### src/rtl/bqc_pkg.sv
// ----------------------------------------------------------------------------
// bqc_pkg - shared definitions for the biquad cascade filter
// Control word layout, microcode program, register indexes and default values.
// ----------------------------------------------------------------------------
package bqc_pkg;

	// default widths
	localparam int SAMPLE_WIDTH_DEF = 24;
	localparam int DELAY_WIDTH_DEF  = 40;
	localparam int COEF_WIDTH_DEF   = 18;
	localparam int COEF_WIDTH_MAX   = 25;

	// fraction bits of coefficients and delay words
	localparam int Q_COEF  = 15;
	localparam int Q_DELAY = 12;

	// configuration register indexes
	localparam int CFG_IDX_W = 3;
	localparam logic [CFG_IDX_W-1:0] REG_SEC0_FB1 = 3'd0;
	localparam logic [CFG_IDX_W-1:0] REG_SEC0_FB2 = 3'd1;
	localparam logic [CFG_IDX_W-1:0] REG_SEC0_NUM = 3'd2;
	localparam logic [CFG_IDX_W-1:0] REG_SEC1_FB1 = 3'd3;
	localparam logic [CFG_IDX_W-1:0] REG_SEC1_FB2 = 3'd4;
	localparam logic [CFG_IDX_W-1:0] REG_SEC1_NUM = 3'd5;

	// register defaults (low-pass), wide enough for the largest field width
	localparam int RST_W = 3 * COEF_WIDTH_MAX;
	localparam logic [RST_W-1:0] RST_SEC0_FB1 = RST_W'(-22044);
	localparam logic [RST_W-1:0] RST_SEC0_FB2 = RST_W'(4736);
	localparam logic [RST_W-1:0] RST_SEC0_NUM = RST_W'(64'd41781760885344);
	localparam logic [RST_W-1:0] RST_SEC1_FB1 = RST_W'(-29415);
	localparam logic [RST_W-1:0] RST_SEC1_FB2 = RST_W'(17275);
	localparam logic [RST_W-1:0] RST_SEC1_NUM = RST_W'(64'd2251816993587200);

	// control word fields
	typedef enum logic [2:0] {
		COEF_A1,
		COEF_A2,
		COEF_B0,
		COEF_B1,
		COEF_B2
	} coef_sel_t;

	typedef enum logic [1:0] {
		OPND_W1,
		OPND_W2,
		OPND_W
	} opnd_sel_t;

	typedef enum logic [2:0] {
		ACC_HOLD,
		ACC_LOAD_IN,
		ACC_SUB,
		ACC_ADD,
		ACC_LOAD_P
	} acc_op_t;

	typedef enum logic {
		SEQ_NEXT,
		SEQ_SEC_END
	} seq_op_t;

	typedef struct packed {
		coef_sel_t coef;
		opnd_sel_t opnd;
		logic      mul_hi;
		acc_op_t   acc_op;
		logic      wr_w;
		seq_op_t   seq_op;
	} ucw_t;

	typedef logic [3:0] upc_t;
	localparam upc_t UPC_LAST = 4'd11;

	// control from the sequencer to the datapath
	typedef struct packed {
		logic run;
		logic sec;
		logic emit;
		ucw_t cw;
	} bqc_ctl_t;

	// Program for one section. The multiply of step k is accumulated in
	// step k+1; the delay word is split into a low and a high half.
	function automatic ucw_t ucode_rom(input upc_t pc);
		ucw_t cw;
		unique case (pc)
			4'd0:  cw = '{COEF_A1, OPND_W1, 1'b0, ACC_LOAD_IN, 1'b0, SEQ_NEXT};
			4'd1:  cw = '{COEF_A1, OPND_W1, 1'b1, ACC_SUB,     1'b0, SEQ_NEXT};
			4'd2:  cw = '{COEF_A2, OPND_W2, 1'b0, ACC_SUB,     1'b0, SEQ_NEXT};
			4'd3:  cw = '{COEF_A2, OPND_W2, 1'b1, ACC_SUB,     1'b0, SEQ_NEXT};
			4'd4:  cw = '{COEF_B1, OPND_W1, 1'b0, ACC_SUB,     1'b0, SEQ_NEXT};
			4'd5:  cw = '{COEF_B1, OPND_W1, 1'b1, ACC_LOAD_P,  1'b1, SEQ_NEXT};
			4'd6:  cw = '{COEF_B2, OPND_W2, 1'b0, ACC_ADD,     1'b0, SEQ_NEXT};
			4'd7:  cw = '{COEF_B2, OPND_W2, 1'b1, ACC_ADD,     1'b0, SEQ_NEXT};
			4'd8:  cw = '{COEF_B0, OPND_W,  1'b0, ACC_ADD,     1'b0, SEQ_NEXT};
			4'd9:  cw = '{COEF_B0, OPND_W,  1'b1, ACC_ADD,     1'b0, SEQ_NEXT};
			4'd10: cw = '{COEF_B0, OPND_W,  1'b0, ACC_ADD,     1'b0, SEQ_NEXT};
			4'd11: cw = '{COEF_B0, OPND_W,  1'b0, ACC_HOLD,    1'b0, SEQ_SEC_END};
			default: cw = '{COEF_B0, OPND_W, 1'b0, ACC_HOLD,   1'b0, SEQ_SEC_END};
		endcase
		return cw;
	endfunction

endpackage

### src/rtl/iir_biquad_cascade_filter_top.sv
// ----------------------------------------------------------------------------
// iir_biquad_cascade_filter_top - two cascaded direct-form-II biquads
// A new input word is taken only while the sequencer is idle: the twelve-step
// program runs once per section on the single shared multiplier, and its last
// step holds while the output register is still full.
// Reset clears the delay words and the output valid flag and loads the default
// low-pass coefficients.
// ----------------------------------------------------------------------------
module iir_biquad_cascade_filter_top #(
	parameter int SAMPLE_WIDTH = bqc_pkg::SAMPLE_WIDTH_DEF,
	parameter int DELAY_WIDTH  = bqc_pkg::DELAY_WIDTH_DEF,
	parameter int COEF_WIDTH   = bqc_pkg::COEF_WIDTH_DEF
) (
	input  logic                          clk,
	input  logic                          arst_n,
	input  logic                          in_valid,
	output logic                          in_stall,
	input  logic [SAMPLE_WIDTH-1:0]       sample_in,
	output logic                          out_valid,
	input  logic                          out_stall,
	output logic [SAMPLE_WIDTH-1:0]       sample_out,
	input  logic                          cfg_we,
	input  logic [bqc_pkg::CFG_IDX_W-1:0] cfg_index,
	input  logic [3*COEF_WIDTH-1:0]       cfg_data
);
	import bqc_pkg::*;

	logic                         busy;
	logic                         start;
	bqc_ctl_t                     ctl;
	logic [1:0][COEF_WIDTH-1:0]   fb1;
	logic [1:0][COEF_WIDTH-1:0]   fb2;
	logic [1:0][3*COEF_WIDTH-1:0] num;
	logic [SAMPLE_WIDTH-1:0]      y;
	logic                         out_valid_q;
	logic [SAMPLE_WIDTH-1:0]      sample_out_q;

	assign in_stall = busy;
	assign start    = in_valid && !in_stall;

	bqc_regs #(
		.COEF_WIDTH (COEF_WIDTH)
	) u_regs (
		.clk       (clk),
		.arst_n    (arst_n),
		.cfg_we    (cfg_we),
		.cfg_index (cfg_index),
		.cfg_data  (cfg_data),
		.fb1       (fb1),
		.fb2       (fb2),
		.num       (num)
	);

	bqc_useq u_useq (
		.clk         (clk),
		.arst_n      (arst_n),
		.start       (start),
		.out_blocked (out_valid_q && out_stall),
		.busy        (busy),
		.ctl         (ctl)
	);

	bqc_datapath #(
		.SAMPLE_WIDTH (SAMPLE_WIDTH),
		.DELAY_WIDTH  (DELAY_WIDTH),
		.COEF_WIDTH   (COEF_WIDTH)
	) u_datapath (
		.clk    (clk),
		.arst_n (arst_n),
		.ctl    (ctl),
		.load   (start),
		.sample (sample_in),
		.fb1    (fb1),
		.fb2    (fb2),
		.num    (num),
		.y      (y)
	);

	// output word register: load on result, drop when taken
	always_ff @(posedge clk or negedge arst_n) begin
		if (!arst_n) begin
			out_valid_q <= 1'b0;
		end else if (ctl.emit) begin
			out_valid_q <= 1'b1;
		end else if (!out_stall) begin
			out_valid_q <= 1'b0;
		end
	end

	always_ff @(posedge clk) begin
		if (ctl.emit) begin
			sample_out_q <= y;
		end
	end

	assign out_valid  = out_valid_q;
	assign sample_out = sample_out_q;

`ifndef NO_ASSERTIONS
	a_no_overwrite: assert property (@(posedge clk) disable iff (!arst_n)
		ctl.emit |-> !(out_valid_q && out_stall))
		else $error("result overwrote a waiting output word");
`endif

endmodule

### src/rtl/bqc_regs.sv
// ----------------------------------------------------------------------------
// bqc_regs - coefficient registers
// Six write-only registers, loaded with the low-pass defaults at reset.
// ----------------------------------------------------------------------------
module bqc_regs #(
	parameter int COEF_WIDTH = bqc_pkg::COEF_WIDTH_DEF
) (
	input  logic                               clk,
	input  logic                               arst_n,
	input  logic                               cfg_we,
	input  logic [bqc_pkg::CFG_IDX_W-1:0]      cfg_index,
	input  logic [3*COEF_WIDTH-1:0]            cfg_data,
	output logic [1:0][COEF_WIDTH-1:0]         fb1,
	output logic [1:0][COEF_WIDTH-1:0]         fb2,
	output logic [1:0][3*COEF_WIDTH-1:0]       num
);
	import bqc_pkg::*;

	logic [1:0][COEF_WIDTH-1:0]   fb1_q;
	logic [1:0][COEF_WIDTH-1:0]   fb2_q;
	logic [1:0][3*COEF_WIDTH-1:0] num_q;

	// decode the index and write; unknown indexes are dropped
	always_ff @(posedge clk or negedge arst_n) begin
		if (!arst_n) begin
			fb1_q[0] <= RST_SEC0_FB1[COEF_WIDTH-1:0];
			fb2_q[0] <= RST_SEC0_FB2[COEF_WIDTH-1:0];
			num_q[0] <= RST_SEC0_NUM[3*COEF_WIDTH-1:0];
			fb1_q[1] <= RST_SEC1_FB1[COEF_WIDTH-1:0];
			fb2_q[1] <= RST_SEC1_FB2[COEF_WIDTH-1:0];
			num_q[1] <= RST_SEC1_NUM[3*COEF_WIDTH-1:0];
		end else if (cfg_we) begin
			unique case (cfg_index)
				REG_SEC0_FB1: fb1_q[0] <= cfg_data[COEF_WIDTH-1:0];
				REG_SEC0_FB2: fb2_q[0] <= cfg_data[COEF_WIDTH-1:0];
				REG_SEC0_NUM: num_q[0] <= cfg_data;
				REG_SEC1_FB1: fb1_q[1] <= cfg_data[COEF_WIDTH-1:0];
				REG_SEC1_FB2: fb2_q[1] <= cfg_data[COEF_WIDTH-1:0];
				REG_SEC1_NUM: num_q[1] <= cfg_data;
				default: ;
			endcase
		end
	end

	assign fb1 = fb1_q;
	assign fb2 = fb2_q;
	assign num = num_q;

endmodule

### src/rtl/bqc_useq.sv
// ----------------------------------------------------------------------------
// bqc_useq - microcode sequencer
// Steps through the section program twice per word and drives the datapath.
// ----------------------------------------------------------------------------
module bqc_useq (
	input  logic              clk,
	input  logic              arst_n,
	input  logic              start,
	input  logic              out_blocked,
	output logic              busy,
	output bqc_pkg::bqc_ctl_t ctl
);
	import bqc_pkg::*;

	logic busy_q, busy_d;
	upc_t pc_q, pc_d;
	logic sec_q, sec_d;
	ucw_t cw;
	logic last;
	logic run;

	// fetch the control word
	assign cw   = ucode_rom(pc_q);
	assign last = (cw.seq_op == SEQ_SEC_END) && sec_q;
	// hold on the last step while the output register is still full
	assign run  = busy_q && !(last && out_blocked);

	// next step: advance, jump back for the second section, or finish
	always_comb begin
		busy_d = busy_q;
		pc_d   = pc_q;
		sec_d  = sec_q;
		if (start) begin
			busy_d = 1'b1;
			pc_d   = '0;
			sec_d  = 1'b0;
		end else if (run) begin
			if (cw.seq_op == SEQ_SEC_END) begin
				pc_d = '0;
				if (sec_q) begin
					busy_d = 1'b0;
				end else begin
					sec_d = 1'b1;
				end
			end else begin
				pc_d = upc_t'(pc_q + 1'b1);
			end
		end
	end

	always_ff @(posedge clk or negedge arst_n) begin
		if (!arst_n) begin
			busy_q <= 1'b0;
			pc_q   <= '0;
			sec_q  <= 1'b0;
		end else begin
			busy_q <= busy_d;
			pc_q   <= pc_d;
			sec_q  <= sec_d;
		end
	end

	// drive the datapath
	always_comb begin
		ctl.run  = run;
		ctl.sec  = sec_q;
		ctl.emit = run && last;
		ctl.cw   = cw;
	end

	assign busy = busy_q;

`ifndef NO_ASSERTIONS
	a_pc_range: assert property (@(posedge clk) disable iff (!arst_n)
		busy_q |-> pc_q <= UPC_LAST)
		else $error("step counter beyond end of program");
	a_start_idle: assert property (@(posedge clk) disable iff (!arst_n)
		start |-> !busy_q)
		else $error("word started while sequencer busy");
	a_done_after_emit: assert property (@(posedge clk) disable iff (!arst_n)
		ctl.emit |=> !busy_q || (pc_q == '0 && !sec_q))
		else $error("sequencer still running after result");
`endif

endmodule

### src/rtl/bqc_datapath.sv
// ----------------------------------------------------------------------------
// bqc_datapath - shared multiply-accumulate datapath
// One coefficient by half-delay-word multiplier, an accumulator, rounding and
// saturation, and the delay words of both sections.
// ----------------------------------------------------------------------------
module bqc_datapath #(
	parameter int SAMPLE_WIDTH = bqc_pkg::SAMPLE_WIDTH_DEF,
	parameter int DELAY_WIDTH  = bqc_pkg::DELAY_WIDTH_DEF,
	parameter int COEF_WIDTH   = bqc_pkg::COEF_WIDTH_DEF
) (
	input  logic                         clk,
	input  logic                         arst_n,
	input  bqc_pkg::bqc_ctl_t            ctl,
	input  logic                         load,
	input  logic [SAMPLE_WIDTH-1:0]      sample,
	input  logic [1:0][COEF_WIDTH-1:0]   fb1,
	input  logic [1:0][COEF_WIDTH-1:0]   fb2,
	input  logic [1:0][3*COEF_WIDTH-1:0] num,
	output logic [SAMPLE_WIDTH-1:0]      y
);
	import bqc_pkg::*;

	localparam int H     = DELAY_WIDTH / 2;
	localparam int OPW   = DELAY_WIDTH - H + 1;
	localparam int PW    = COEF_WIDTH + OPW;
	localparam int BIG   = (SAMPLE_WIDTH + Q_COEF + Q_DELAY > COEF_WIDTH + DELAY_WIDTH) ?
		SAMPLE_WIDTH + Q_COEF + Q_DELAY : COEF_WIDTH + DELAY_WIDTH;
	localparam int ACC_W = BIG + 2;
	localparam int R1W   = ACC_W + 1 - Q_COEF;
	localparam int R2W   = ACC_W + 1 - Q_COEF - Q_DELAY;
	localparam logic [ACC_W:0] RND1 = (ACC_W+1)'(1) << (Q_COEF - 1);
	localparam logic [ACC_W:0] RND2 = (ACC_W+1)'(1) << (Q_COEF + Q_DELAY - 1);

	logic signed [SAMPLE_WIDTH-1:0] x_q;
	logic signed [DELAY_WIDTH-1:0]  d1_q [2];
	logic signed [DELAY_WIDTH-1:0]  d2_q [2];
	logic signed [DELAY_WIDTH-1:0]  w_q;
	logic signed [DELAY_WIDTH-1:0]  mid_q;
	logic signed [ACC_W-1:0]        acc_q;
	logic signed [PW-1:0]           prod_s1;
	logic                           hi_s1;

	logic signed [COEF_WIDTH-1:0]   coef;
	logic signed [DELAY_WIDTH-1:0]  od;
	logic signed [OPW-1:0]          opnd;
	logic signed [PW-1:0]           prod;
	logic signed [ACC_W-1:0]        term_ext;
	logic signed [ACC_W-1:0]        term;
	logic signed [ACC_W-1:0]        load_in;
	logic [ACC_W:0]                 rnd1_sum;
	logic [ACC_W:0]                 rnd2_sum;
	logic [R1W-1:0]                 r1;
	logic [R2W-1:0]                 r2;
	logic signed [DELAY_WIDTH-1:0]  r1_sat;

	// select the coefficient of this section
	always_comb begin
		case (ctl.cw.coef)
			COEF_A1: coef = fb1[ctl.sec];
			COEF_A2: coef = fb2[ctl.sec];
			COEF_B0: coef = num[ctl.sec][COEF_WIDTH-1:0];
			COEF_B1: coef = num[ctl.sec][2*COEF_WIDTH-1:COEF_WIDTH];
			COEF_B2: coef = num[ctl.sec][3*COEF_WIDTH-1:2*COEF_WIDTH];
			default: coef = '0;
		endcase
	end

	// select the delay word and take its low or high half
	always_comb begin
		case (ctl.cw.opnd)
			OPND_W1: od = d1_q[ctl.sec];
			OPND_W2: od = d2_q[ctl.sec];
			OPND_W:  od = w_q;
			default: od = '0;
		endcase
	end

	assign opnd = ctl.cw.mul_hi ?
		{{(OPW-(DELAY_WIDTH-H)){od[DELAY_WIDTH-1]}}, od[DELAY_WIDTH-1:H]} :
		{{(OPW-H){1'b0}}, od[H-1:0]};

	assign prod = coef * opnd;

	// register the partial product with its weight
	always_ff @(posedge clk) begin
		if (ctl.run) begin
			prod_s1 <= prod;
			hi_s1   <= ctl.cw.mul_hi;
		end
	end

	assign term_ext = ACC_W'(prod_s1);
	assign term     = hi_s1 ? (term_ext <<< H) : term_ext;
	assign load_in  = ctl.sec ? (ACC_W'(mid_q) <<< Q_COEF) :
		(ACC_W'(x_q) <<< (Q_COEF + Q_DELAY));

	// round half up and saturate to a delay word
	assign rnd1_sum = {acc_q[ACC_W-1], acc_q} + RND1;
	assign r1       = rnd1_sum[ACC_W:Q_COEF];
	assign r1_sat   = (r1[R1W-1:DELAY_WIDTH-1] == {(R1W-DELAY_WIDTH+1){r1[R1W-1]}}) ?
		r1[DELAY_WIDTH-1:0] : {r1[R1W-1], {(DELAY_WIDTH-1){~r1[R1W-1]}}};

	// round half up to an integer and saturate to a sample
	assign rnd2_sum = {acc_q[ACC_W-1], acc_q} + RND2;
	assign r2       = rnd2_sum[ACC_W:Q_COEF+Q_DELAY];
	assign y        = (r2[R2W-1:SAMPLE_WIDTH-1] == {(R2W-SAMPLE_WIDTH+1){r2[R2W-1]}}) ?
		r2[SAMPLE_WIDTH-1:0] : {r2[R2W-1], {(SAMPLE_WIDTH-1){~r2[R2W-1]}}};

	// capture the input word
	always_ff @(posedge clk) begin
		if (load) begin
			x_q <= sample;
		end
	end

	// accumulate, write the new w, and close a section
	always_ff @(posedge clk) begin
		if (ctl.run) begin
			case (ctl.cw.acc_op)
				ACC_LOAD_IN: acc_q <= load_in;
				ACC_SUB:     acc_q <= acc_q - term;
				ACC_ADD:     acc_q <= acc_q + term;
				ACC_LOAD_P:  acc_q <= term;
				default:     acc_q <= acc_q;
			endcase
			if (ctl.cw.wr_w) begin
				w_q <= r1_sat;
			end
			if (ctl.cw.seq_op == SEQ_SEC_END) begin
				mid_q <= r1_sat;
			end
		end
	end

	// shift the delay line of the current section
	always_ff @(posedge clk or negedge arst_n) begin
		if (!arst_n) begin
			d1_q[0] <= '0;
			d1_q[1] <= '0;
			d2_q[0] <= '0;
			d2_q[1] <= '0;
		end else if (ctl.run && ctl.cw.seq_op == SEQ_SEC_END) begin
			d2_q[ctl.sec] <= d1_q[ctl.sec];
			d1_q[ctl.sec] <= w_q;
		end
	end

endmodule

### config.mk
export PLATFORM = sky130hd
export DESIGN_NAME = iir_biquad_cascade_filter_top
export DESIGN_NICKNAME = d
export VERILOG_FILES = /design/src/rtl/bqc_pkg.sv /design/src/rtl/iir_biquad_cascade_filter_top.sv /design/src/rtl/bqc_regs.sv /design/src/rtl/bqc_useq.sv /design/src/rtl/bqc_datapath.sv
export SDC_FILE = /design/constraint.sdc
export NUM_CORES = 2
export LEC_CHECK = 0
export BUFFER_PORTS_ARGS = -buffer_cell sky130_fd_sc_hd__buf_4
export CAP_MARGIN = 20
export CORE_ASPECT_RATIO = 1.2
export CORE_UTILIZATION = 70
export CTS_BUF_LIST = sky130_fd_sc_hd__clkbuf_4 sky130_fd_sc_hd__clkbuf_8
export DETAILED_ROUTE_END_ITERATION = 7
export GPL_TIMING_DRIVEN = 1
export HOLD_SLACK_MARGIN = 0.1
export PLACE_DENSITY = 0.9
export SLEW_MARGIN = 25
export SYNTH_ARGS = -nofsm -noshare
export SYNTH_HDL_FRONTEND = slang
export SYNTH_SLANG_ARGS = --single-unit
### constraint.sdc
create_clock -name clk -period 24.6 [get_ports clk]
set_input_delay 0 -clock clk [delete_from_list [all_inputs] [get_ports clk]]
set_output_delay 0 -clock clk [all_outputs]
set_load 0.05 [all_outputs]
==> out/results.ini <==
[finish]
area_growth_pct = 11.6
layout.nets = 5141
finish.utilization_pct = 79.5
final_common_cell = inv_1
layout_common_cells = 499 x inv_1, 436 x nand2_1, 384 x mux2_2, 378 x fa_1, 302 x dfrtp_1
drive_above_1_share_pct = 19.0

[logic_synthesis]
synth_cells = 4300
yosysSeqAreaShare_pct = 34.4
synth_flop_cell = dfrtp_1
ys_ff_latch = 575
yosys_warnings = 0
async_flop_share_pct = 60.3
synth_cell_types = 89
syn-num-nets = 4931
avgSynthCellArea_sq_um = 10.5
synth_edf_count = 228
syn_area_sq_mm = 0.0453

[worst_setup_path]
path_class = register to register
cpPeakStageDelay_ps = 1040
crit_top_cell = fa_1
critPathBufInv = 7
crit_family = adder cells
endpoint_kind = register
arrival_ps = 11230
worstSetupStartpointType = register
critPathMaxFanout = 49
slowest_stage = dfrtp_4
cp.required_ps = 25060

[sta]
min_period_ps = 10770
slew_headroom_pct = 19.1
final.setup_skew_ps = 78.2
finalSetupViolCount = 0
fin_crit_sh_pct = 43.8
max_clock_freq_mhz = 92.8
fin_setup_tns_ps = 0
finalMaxSlewViolations = 0
worst_pin_slew_ps = 1180
hold_viol = 0
rsz0062_at_grt = no

[placement]
port-buffer-count = 111
dp_hpwl_um = 93300
place.gp.congestion = 0.996

[clocking]
worst_skew_pair.late_latency_ps = 790
cts.sinks = 575
clock_path_buffers = 3
path_clk_slew_ps = 100
numCtsBuffers = 92
post_cts_buffers = 0
cts_tree = built
htree_levels = 3
clockRootBuffer = clkbuf_8

[min_path]
min_path_type = input port to register

[global_route]
gr-total-overflow = 0
gr-usage-all-layers_pct = 48.0
grt_pass1_vias = 39900
grt_pass1_wl_um = 234000
antenna_found_initial = 22
grt_max_degree = 107

[status]
status = finished with violations
violations = DRC

[routing]
vias = 37700
drtAntennaViolNets = 0
drtIter0Drc = 4869
wirelength_um = 152000
drc_errors = 64
first_pass_iters = 8
viasPerCell = 6.96
avgRoutedWirePerCell_um = 28.0

[floorplan]
chipWidth_um = 234
core_sq_mm = 0.0636
rows = 101
ios = 112
start_util_pct = 71.2
die_height_um = 281
die_area_sq_mm = 0.0657

[job]
drv_cap = 0

==> layer usage <==
metal | routed length (um) | track usage, % | vias up | part of all wire [%]
met5 | 146 | 0.0762 | - | 0.096
met4 | 15600 | 40.3 | 20 | 10
met3 | 19100 | 17.2 | 1217 | 13
met2 | 69300 | 73.9 | 3387 | 46
met1 | 47800 | 52.9 | 18000 | 31
li1 | - | - | 15100 | -
==> final timing paths <==
path	depth (start not counted)	from	end	slack, ps
setup / recovery	29	u_useq.sec_q	u_datapath.prod_s1[38]	13830
hold / removal	3	cfg_data[2]	u_regs.num[2]	110
setup reg to reg	29	u_useq.sec_q	u_datapath.prod_s1[38]	13830
hold reg to reg	1	u_datapath.d2_q[53]	u_datapath.d2_q[53]	510
max in group asynchronous	4	arst_n	u_regs.fb1[14]	23270
min in group asynchronous	3	arst_n	u_regs.fb2[22]	460
==> metrics by stage <==
| step | cell area, sq um | instances | setup slack (ps) | hold slack [ps] |
|---|---|---|---|---|
| floorplan | 45300 | 4300 | 15920 | -296 |
| global placement | 46800 | 5078 | 14470 | 173 |
| detailed placement | 46800 | 5078 | 14540 | 179 |
| CTS | 50500 | 5413 | 14470 | 100 |
| global route | 50500 | 5415 | 13710 | 114 |
| finish | 50500 | 5423 | 13830 | 115 |
==> worst register-to-register path, delay by kind of cell, from the launching register on <==
| family | cells | cell delay, ps |
|---|---|---|
| adders and majority gates | 7 | 3660 |
| AOI/OAI and AO/OA | 8 | 2270 |
| buffers and inverters | 7 | 1790 |
| and+or+nand+nor | 5 | 1390 |
| DFF | 1 | 1040 |
| muxes | 1 | 290 |
| xor gates and xnor gates | 1 | 70 |
==> synth_stat cells (18+ instances only) <==
master	number	area, sq um
inv_1	499	1870
nand2_1	437	1640
mux2_2	384	4320
fa_1	378	7570
dfrtp_1	303	7580
edfxtp_1	228	6850
a21oi_1	198	991
nor2_1	192	721
ha_1	167	2090
clkbuf_1	145	544
mux2i_1	134	1340
o21ai_0	131	656
xnor2_1	117	1020
xor2_1	94	823
nand3_1	71	355
and2_1	67	419
nor3_1	54	270
a21o_1	52	390
nor2b_1	48	300
buf_2	47	235
dfstp_2	44	1160
nand4_1	36	225
o221ai_1	33	289
nand2b_1	31	194
and3_1	29	181
a31oi_1	27	169
buf_1	23	86.3
o22ai_1	22	138
mux4_2	21	473
a21oi_2	20	175
a22oi_1	19	143
a221o_1	18	180
==> flip-flops by register name, indices dropped and copies added (netlist names) <==
signal and cells:
u_datapath.d2_q 80, out_valid 1, u_useq.sec_q 1, u_regs.fb2 36, u_datapath.prod_s1 39, u_datapath.w_q 40, u_datapath.d1_q 80, u_datapath.x_q 24
u_datapath.acc_q 60, u_useq.pc_q 4, u_useq.busy 1, u_datapath.hi_s1 1, u_datapath.mid_q 40, u_regs.num 108, u_regs.fb1 36, sample_out 24
==> layout make-up <==
| class | instances | area [sq um] |
|---|---|---|
| sequential | 575 | 15600 |
| tap | 824 | 1030 |
| inverter | 500 | 1880 |
| clock buffer | 132 | 1650 |
| fill | 3488 | 13000 |
| timing repair buffer | 339 | 2980 |
| antenna | 10 | 25.0 |
| clock inverter | 41 | 368 |
| multi-input combinational | 3002 | 27000 |
==> cells by family (layout without fill, tap and decap cells) <==
group	count (synthesis)	in the layout	share of synthesized area (%)
AO/OA/AOI/OAI	650	650	9.26
XOR/XNOR	211	211	4.08
adder cells (fa/ha/maj)	545	545	21.3
buffers and inverters	723	1012	6.22
flip-flops	575	575	34.4
multiplexers	543	543	13.7
other	0	10	0
AND/OR/NAND/NOR	1053	1053	11.0
==> what timing repair did <==
action,CTS,global route
hold endpoints to repair,337,0
resized for setup,0,0
hold buffers,162,0
Power is not shown: default switching activity piles up to over one toggle a cycle in this logic, so the estimate is an artifact.
